### config.mk
export PLATFORM = sky130hd
export DESIGN_NAME = vrt_ctrl
export DESIGN_NICKNAME = d
export VERILOG_FILES = /design/src/voxel_ray_traversal_top_assert.svh /design/src/vrt_pkg.sv /design/src/vrt_ctrl.sv
export SDC_FILE = /design/constraint.sdc
export NUM_CORES = 1
export LEC_CHECK = 0
export ABC_CLOCK_PERIOD_IN_PS = 2770
export BUFFER_PORTS_ARGS = -buffer_cell sky130_fd_sc_hd__buf_4
export CORE_MARGIN = 8
export CORE_UTILIZATION = 40
export CTS_BUF_LIST = sky130_fd_sc_hd__clkbuf_8
export CTS_CLUSTER_DIAMETER = 100
export DETAILED_ROUTE_END_ITERATION = 8
export HOLD_SLACK_MARGIN = 0.15
export PLACE_DENSITY = 0.71
export SLEW_MARGIN = 15
export SYNTH_ARGS = -nofsm -noshare
export SYNTH_HDL_FRONTEND = slang
export SYNTH_SLANG_ARGS = --single-unit
### constraint.sdc
create_clock -name clk -period 2.77 [get_ports clk]
set_clock_uncertainty 0.1 [all_clocks]
set_input_delay 0 -clock clk [delete_from_list [all_inputs] [get_ports clk]]
set_output_delay 0 -clock clk [all_outputs]
set_load 0.005 [all_outputs]
### src/voxel_ray_traversal_top_assert.svh
// Assertion macros shared by the voxel ray traversal design.
`ifndef VOXEL_RAY_TRAVERSAL_TOP_ASSERT_SVH
`define VOXEL_RAY_TRAVERSAL_TOP_ASSERT_SVH

// Same-cycle implication, checked on clk and disabled during rst.
`define VRT_ASSERT_NOW(lbl, cond, prop, msg) \
  lbl: assert property (@(posedge clk) disable iff (rst) (cond) |-> (prop)) else $error(msg);

// Next-cycle implication, checked on clk and disabled during rst.
`define VRT_ASSERT_NEXT(lbl, cond, prop, msg) \
  lbl: assert property (@(posedge clk) disable iff (rst) (cond) |=> (prop)) else $error(msg);

`endif

### src/vrt_pkg.sv
// Shared types, constants and codes of the voxel ray traversal block.
`timescale 1ns / 1ps
package vrt_pkg;

  localparam int GRID_DIM_DEF = 32;
  localparam int POS_W        = 12;
  localparam int T_W          = 32;
  localparam int MAG_W        = 16;
  localparam int DIVQ_W       = 31;
  localparam int CFG_W        = 8;
  localparam int CFG_IDX_W    = 1;
  localparam int NUM_DIV_OPS  = 6;

  localparam logic [CFG_W-1:0] MAX_DIST_RST = 8'd100;
  localparam logic [CFG_W-1:0] INTERACT_RST = 8'd100;

  localparam logic [CFG_IDX_W-1:0] REG_MAX_DIST = 1'b0;
  localparam logic [CFG_IDX_W-1:0] REG_INTERACT = 1'b1;

  localparam logic KIND_WRITE = 1'b0;
  localparam logic KIND_CAST  = 1'b1;

  localparam logic [1:0] EDIT_NONE    = 2'd0;
  localparam logic [1:0] EDIT_PLACED  = 2'd1;
  localparam logic [1:0] EDIT_REMOVED = 2'd2;

  typedef logic signed [POS_W-1:0] pos_t;

  typedef struct packed {
    logic               kind;
    logic [12:0]        origin_x;
    logic [12:0]        origin_y;
    logic [12:0]        origin_z;
    logic signed [15:0] dir_x;
    logic signed [15:0] dir_y;
    logic signed [15:0] dir_z;
    logic               place_mode;
    logic               button;
    logic [7:0]         cell_value;
  } vrt_req_t;

  typedef struct packed {
    logic       hit;
    logic [5:0] hit_x;
    logic [4:0] hit_y;
    logic [5:0] hit_z;
    logic [1:0] edit_done;
  } vrt_rsp_t;

  // Commands from the controller to the datapath.
  typedef struct packed {
    logic clr_step;
    logic load_item;
    logic write_item;
    logic div_start;
    logic div_store;
    logic step_check;
    logic step_advance;
    logic read_prev;
    logic res_hit;
    logic edit_remove;
    logic edit_place;
    logic out_load;
  } vrt_cmd_t;

  // Status from the datapath to the controller.
  typedef struct packed {
    logic clear_last;
    logic is_write;
    logic div_done;
    logic op_last;
    logic limit_reached;
    logic cell_nonzero;
    logic edit_ok;
    logic place_mode;
    logic prev_empty;
  } vrt_sts_t;

endpackage

### src/vrt_ctrl.sv
// Controller: sequences clearing, writes, divider setup, the DDA walk and edits.
`timescale 1ns / 1ps
module vrt_ctrl import vrt_pkg::*; (
  input  logic     clk,
  input  logic     rst,
  input  logic     in_valid,
  output logic     in_ready,
  output logic     out_valid,
  input  logic     out_ready,
  input  vrt_sts_t sts,
  output vrt_cmd_t cmd
);
  localparam logic [3:0] S_CLEAR    = 4'd0;
  localparam logic [3:0] S_IDLE     = 4'd1;
  localparam logic [3:0] S_SORT     = 4'd2;
  localparam logic [3:0] S_DIV_GO   = 4'd3;
  localparam logic [3:0] S_DIV_WAIT = 4'd4;
  localparam logic [3:0] S_CHECK    = 4'd5;
  localparam logic [3:0] S_READ     = 4'd6;
  localparam logic [3:0] S_PREV_RD  = 4'd7;
  localparam logic [3:0] S_PREV_CHK = 4'd8;
  localparam logic [3:0] S_DONE     = 4'd9;

  logic [3:0] state;
  logic [3:0] state_next;
  logic       slot_free;

  assign slot_free = !out_valid || out_ready;
  assign in_ready  = state == S_IDLE;

  always_comb begin
    cmd        = '0;
    state_next = state;
    case (state)
      S_CLEAR: begin
        cmd.clr_step = 1'b1;
        if (sts.clear_last) begin
          state_next = S_IDLE;
        end
      end
      S_IDLE: begin
        if (in_valid) begin
          cmd.load_item = 1'b1;
          state_next    = S_SORT;
        end
      end
      S_SORT: begin
        if (sts.is_write) begin
          cmd.write_item = 1'b1;
          state_next     = S_DONE;
        end else begin
          state_next = S_DIV_GO;
        end
      end
      S_DIV_GO: begin
        cmd.div_start = 1'b1;
        state_next    = S_DIV_WAIT;
      end
      S_DIV_WAIT: begin
        if (sts.div_done) begin
          cmd.div_store = 1'b1;
          state_next    = sts.op_last ? S_CHECK : S_DIV_GO;
        end
      end
      S_CHECK: begin
        if (sts.limit_reached) begin
          state_next = S_DONE;
        end else begin
          cmd.step_check = 1'b1;
          state_next     = S_READ;
        end
      end
      S_READ: begin
        if (sts.cell_nonzero) begin
          cmd.res_hit = 1'b1;
          state_next  = S_DONE;
          if (sts.edit_ok) begin
            if (sts.place_mode) begin
              state_next = S_PREV_RD;
            end else begin
              cmd.edit_remove = 1'b1;
            end
          end
        end else begin
          cmd.step_advance = 1'b1;
          state_next       = S_CHECK;
        end
      end
      S_PREV_RD: begin
        cmd.read_prev = 1'b1;
        state_next    = S_PREV_CHK;
      end
      S_PREV_CHK: begin
        if (sts.prev_empty) begin
          cmd.edit_place = 1'b1;
        end
        state_next = S_DONE;
      end
      S_DONE: begin
        if (slot_free) begin
          cmd.out_load = 1'b1;
          state_next   = S_IDLE;
        end
      end
      default: begin
        state_next = S_IDLE;
      end
    endcase
  end

  always_ff @(posedge clk) begin
    if (rst) begin
      state     <= S_CLEAR;
      out_valid <= 1'b0;
    end else begin
      state <= state_next;
      if (cmd.out_load) begin
        out_valid <= 1'b1;
      end else if (out_ready) begin
        out_valid <= 1'b0;
      end
    end
  end
endmodule

==> results of run 1 <==
-- kinds of logic (layout without fill, tap and decap cells) --
| logic type | after synthesis | after routing |
|---|---|---|
| AO/OA/AOI/OAI | 19 | 19 |
| buffers and inverters | 8 | 40 |
| AND/OR/NAND/NOR | 39 | 39 |
| flip-flops | 5 | 5 |
-- cells in the mapped netlist, types with 2 or more instances --
cell / number
nor2_1: 8
a21oi_1: 5
dfxtp_1: 5
nand2_1: 5
nor2b_1: 5
and3_1: 3
inv_1: 3
nor3b_1: 3
nor4_1: 3
buf_6: 2
nand2b_1: 2
o211ai_1: 2
o2bb2ai_1: 2
or2b_1: 2
-- power groups by stage --
stage | Combinational, W | Sequential (W) | Clock [W]
after global placement | 0.0000867 | 0.0000993 | 0
final | 0.0000942 | 0.000100 | 0.000129
after detailed placement | 0.0000869 | 0.000101 | 0
after global routing | 0.000104 | 0.000102 | 0.000139
after floorplan | 0.0000817 | 0.0000813 | 0
after CTS | 0.0000946 | 0.0000998 | 0.000132
-- registers in the layout, summed over array words and instances, names as in the netlist --
name	count
state	4
out_valid	1
-- final cells by class --
| cell class | count | share of cell area, % |
|---|---|---|
| sequential | 5 | 11.9 |
| timing repair buffer | 33 | 31.6 |
| inverter | 3 | 1.34 |
| clock inverter | 1 | 0.447 |
| multi-input combinational | 58 | 47.5 |
| clock buffer | 3 | 4.92 |
| tap | 15 | 2.24 |
-- worst max path at each step --
stage          endpoint  slack [ns]
3_3_place_gp   state[3]        1.05
3_5_place_dp   state[3]        0.98
6_report       state[1]        0.50
4_1_cts        state[1]        0.52
2_1_floorplan  state[3]        1.43
5_1_grt        state[1]        0.38
-- timing repair --
action / 4_1_cts / 5_1_grt
hold buffers: 7 / 0
setup buffers: 0 / 0
endpoints found under the hold margin: 6 / 0
-- per-stage QoR --
| step | hold WS [ns] | cell area, um2 | setup slack (ns) |
|---|---|---|---|
| floorplan | -0.0689 | 561 | 1.43 |
| finish | 0.182 | 840 | 0.495 |
| global placement | 0.116 | 724 | 1.05 |
| CTS | 0.182 | 840 | 0.517 |
| global route | 0.193 | 840 | 0.379 |
| detailed placement | 0.111 | 724 | 0.985 |
-- worst max-delay path, cell delays in order, from the launching register on --
cell and delay, ns:
dfxtp_1 0.74, nor2b_1 0.15, and3_1 0.26, a32oi_1 0.26, a211oi_2 0.10, dlygate4sd3_1 0.55
-- per-layer routing --
metal,vias to the layer above,GRT usage [%],routed length (um)
met5,-,0,0
met4,0,5.04,5
met3,2,3.92,141
met2,21,21.9,891
met1,305,16.0,748
li1,327,-,-
==> results_dict.tcl, run 1 <==
set metrics [dict create \
    ys_types 35 \
    yosysTopAreaCell "dfxtp_1" \
    syn_inst 71 \
    rows 13 \
    switchingPower_w 0.0000946 \
    whs_endpoint "cmd[6]" \
    first_iter_violations 13 \
    routedWlPerCell_um 15.1 \
    synth_top_flop_cell "dfxtp_1" \
    synth_compound_area_share_pct 25.4 \
    relSlewSlack_pct 55.8 \
    diodes 0 \
    fmax_mhz 440 \
    synth_area_um2 561 \
    drc 0 \
    maxCapViolCount 0 \
    end_kind "register" \
    seqPwrFrac_pct 30.9 \
    worstSetupStartpoint "state[0]" \
    clock_path_buffers 2 \
    die_w_um 53.4 \
    ir_drop_mv 0.285 \
    timing.final.hold_violations 0 \
    cp-start-kind "register" \
    clk_latency_ns 0.22 \
    multi_input_area_um2 399 \
    syn_to_final_growth_pct 49.8 \
    p_clk_share_pct 40.0 \
    grt_first_pass_wirelength_um 2900 \
    reg2reg_to "state[1]" \
    syn-num-nets 84 \
    fin_nets 117 \
    ff2ff_path_depth 5 \
    status "finished, final reports clean" \
    p_sw_share_pct 29.2 \
    ys_seq_area_share_pct 17.9 \
    finish.utilization_pct 64.5 \
    synth-seq-cells 5 \
    drt-total-wl_um 1790 \
    grt_pass1_vias 642 \
    layout-drive-gt1-share_pct 32.0 \
    pin_count 27 \
    via_per_inst 5.55 \
    track_usage_pct 13.4 \
    yosys.area_share.simple_pct 45.8 \
    gp_congestion 0.779 \
    power_frac_comb_pct 29.1 \
    rrSetupSlack_ns 0.50 \
    min_period_ns 2.27 \
    crit_required_ns 2.77 \
    worst_ep_arrival_time_ns 2.28 \
    grt.overflow.total 0 \
    finalSetupViolations 0 \
    die_h_um 53.4 \
    port_buffers 26 \
    synth.area.mux_share_pct 0 \
    dp_hpwl_um 1250 \
    worstMarginPinSlew_ns 0.663 \
    synth_enable_flop_cells 0 \
    hold_depth 3 \
    hp-start "sts[4]" \
    synthXorXnorAreaFrac_pct 0 \
    dieArea_mm2 0.00286 \
    critPathMaxFanout 20 \
    leakage_nw 0.375 \
    path_clk_slew_ns 0.03 \
    syn_avg_cell_area_um2 7.89 \
    intPower_w 0.000229 \
    reg2reg_from "state[0]" \
    mostFrequentLayoutCells "buf_4 (26), nor2_1 (8), dlygate4sd3_1 (7)" \
    grt_max_degree 21 \
    async_flop_share_pct 0 \
    tns_ns 0 \
    num-fill-cells 112 \
    synth_fa_ha_area_share_pct 0 \
    power_density_mw_per_mm2 386 \
    cts_root_buffer "clkbuf_8" \
    cts_repair_resize_count 0 \
    cts_tree "yes" \
    seqCellArea_um2 100 \
    antenna_found_initial 0 \
    dp.cells 107 \
    initial_core_util_pct 43.1 \
    synth_top_area_share_pct 17.9 \
    rsz0062_at_grt "false" \
    synthTopCellsByArea "dfxtp_1 (18%), nor2b_1 (5.6%), nor2_1 (5.4%)" \
    drv_slew 0 \
    synth_warnings 0 \
    hold_path.class "primary input to primary output" \
    core_area_mm2 0.00130 \
    cts_buffers 3 \
    path_class "register to register" \
    power_w 0.000324 \
    final_cells 118 \
    synth_top_family_by_area "simple AND/OR/NAND/NOR gates" \
    cts.htree.levels 1 \
    fin_crit_sh_pct 82.1 \
    clkSinkCount 5 \
    first_pass_iters 4 \
    vias 655 \
    final_common_cell "buf_4" \
    antenna_left 0 \
]
(Power assumes the default switching activity.)
==> run 2, diff against run 1 <==
ABC_CLOCK_PERIOD_IN_PS = 2300   (was 2770)
clock period = 2.3 ns   (was 2.77 ns; I/O delays follow)
==> results_dict.tcl, run 2 (synthesized netlist as in run 1, its figures left out) <==
set metrics [dict create \
    status "finished, final reports clean" \
    via_per_inst 5.57 \
    hold_path.class "primary input to primary output" \
    postCtsSetupBuffers 0 \
    wl_met3_um 109 \
    path_delay_family "flip-flops" \
    ff2ff_path_depth 5 \
    dieArea_mm2 0.00286 \
    hold_depth 3 \
    regMostFlops "state" \
    cp_slowest_cell "dfxtp_1" \
    worstMarginPinSlew_ns 0.462 \
    dp_hpwl_um 1250 \
    die_h_um 53.4 \
    largestRegisters "state (4), out_valid (1)" \
    power_w 0.000391 \
    num-fill-cells 111 \
    cts_buffers 3 \
    critPathMaxFanout 14 \
    drc 0 \
    diodes 0 \
    clk_latency_ns 0.22 \
    fmax_mhz 484 \
    drv_slew 0 \
    crit_required_ns 2.30 \
    gp_congestion 0.779 \
    routedWlPerCell_um 14.9 \
    rsz0062_at_grt "false" \
    whs_ns 0.181 \
    port_buffers 26 \
    antenna_left 0 \
    die_w_um 53.4 \
    cts.htree.levels 1 \
    highest_layer "met4" \
    cp-start-kind "register" \
    clock_path_buffers 2 \
    finalSetupViolations 0 \
    path_class "register to register" \
    pin_count 27 \
    syn_to_final_growth_pct 50.4 \
    wirelength_met1_um 769 \
    final_common_cell "buf_4" \
    vias 657 \
    worstPathCellList "nor2b_1, and3_1, a32oi_1, a211oi_2, dlygate4sd3_1" \
    finish.utilization_pct 64.8 \
    worst_ep_arrival_time_ns 2.07 \
    whs_endpoint "cmd[6]" \
    mostFrequentLayoutCells "buf_4 (26), nor2_1 (8), dlygate4sd3_1 (7)" \
    reg2reg_from "state[3]" \
    reg2reg_to "state[1]" \
    power_density_mw_per_mm2 464 \
    leakage_nw 0.376 \
    fin_nets 117 \
    grt_max_degree 21 \
    route.met2.wl_um 877 \
    timing.final.hold_violations 0 \
    hp-start "sts[4]" \
    end_kind "register" \
    grt.overflow.total 0 \
    rows 13 \
    critical_path_buf_inv_count 1 \
    initial_core_util_pct 43.1 \
    fin_ws_ns 0.232 \
    maxCapViolCount 0 \
    path_clk_slew_ns 0.03 \
    dp_slack_ns 0.515 \
    track_usage_pct 13.4 \
    antenna_found_initial 0 \
    largest_reg_flops 4 \
    grt_first_pass_wirelength_um 2900 \
    first_iter_violations 11 \
    core_area_mm2 0.00130 \
    fin_crit_sh_pct 89.9 \
    grt_pass1_vias 642 \
    relSlewSlack_pct 69.1 \
    cts_tree "yes" \
    drt-total-wl_um 1760 \
    layout-drive-gt1-share_pct 35.0 \
    ir_drop_mv 0.344 \
    rrSetupSlack_ns 0.23 \
    min_period_ns 2.07 \
    tns_ns 0 \
    first_pass_iters 4 \
    cts_root_buffer "clkbuf_8" \
    clkSinkCount 5 \
    critPathMaxStageDelay_ns 0.60 \
]
==> run 2: cell type report <==
cell class | count | area (um2) | share of cell area (%)
Multi-Input combinational cell | 58 | 399 | 47.3
Timing Repair Buffer | 33 | 265 | 31.5
Sequential cell | 5 | 104 | 12.3
Clock buffer | 3 | 41.3 | 4.90
Tap cell | 15 | 18.8 | 2.23
Inverter | 3 | 11.3 | 1.34
Clock inverter | 1 | 3.75 | 0.445
==> run 2: metal layers <==
layer  global-route usage, %  vias to the layer above
met3                    3.92                        2
met4                    5.04                        0
met5                       0                        -
li1                        -                      329
met2                    21.9                       15
met1                    16.0                      311
==> run 2: stage by stage <==
| stage | std cells | cell area [um2] |
|---|---|---|
| 3_5_place_dp | 107 | 724 |
| 4_1_cts | 118 | 840 |
| 2_1_floorplan | 71 | 561 |
| 3_3_place_gp | 107 | 724 |
| 6_report | 118 | 843 |
| 5_1_grt | 118 | 843 |
==> run 2: worst min-delay path, stage by stage <==
cell and delay (ns):
buf_4 0.11, nor4_1 0.05, buf_4 0.13
==> run 2: where the power goes <==
group / internal (W) / switching (W)
sequential: 0.0000940 / 0.0000274
clock: 0.000114 / 0.0000420
combinational: 0.0000689 / 0.0000445
==> run 2: worst max path at each step <==
stage               slack [ns]  cells after the start        to  startpoint
floorplan                 0.96                      5  state[3]    state[0]
detailed placement        0.51                      4  state[3]    state[0]
global placement          0.58                      4  state[3]    state[0]
global route              0.13                      5  state[1]    state[3]
CTS                       0.05                      5  state[1]    state[0]
finish                    0.23                      5  state[1]    state[3]
==> run 2: repair_timing <==
item | 4_1_cts | 5_1_grt
endpoints found under the setup margin | 0 | 1
hold buffers | 7 | 0
gates resized for setup | 0 | 3
hold endpoints to repair | 6 | 0
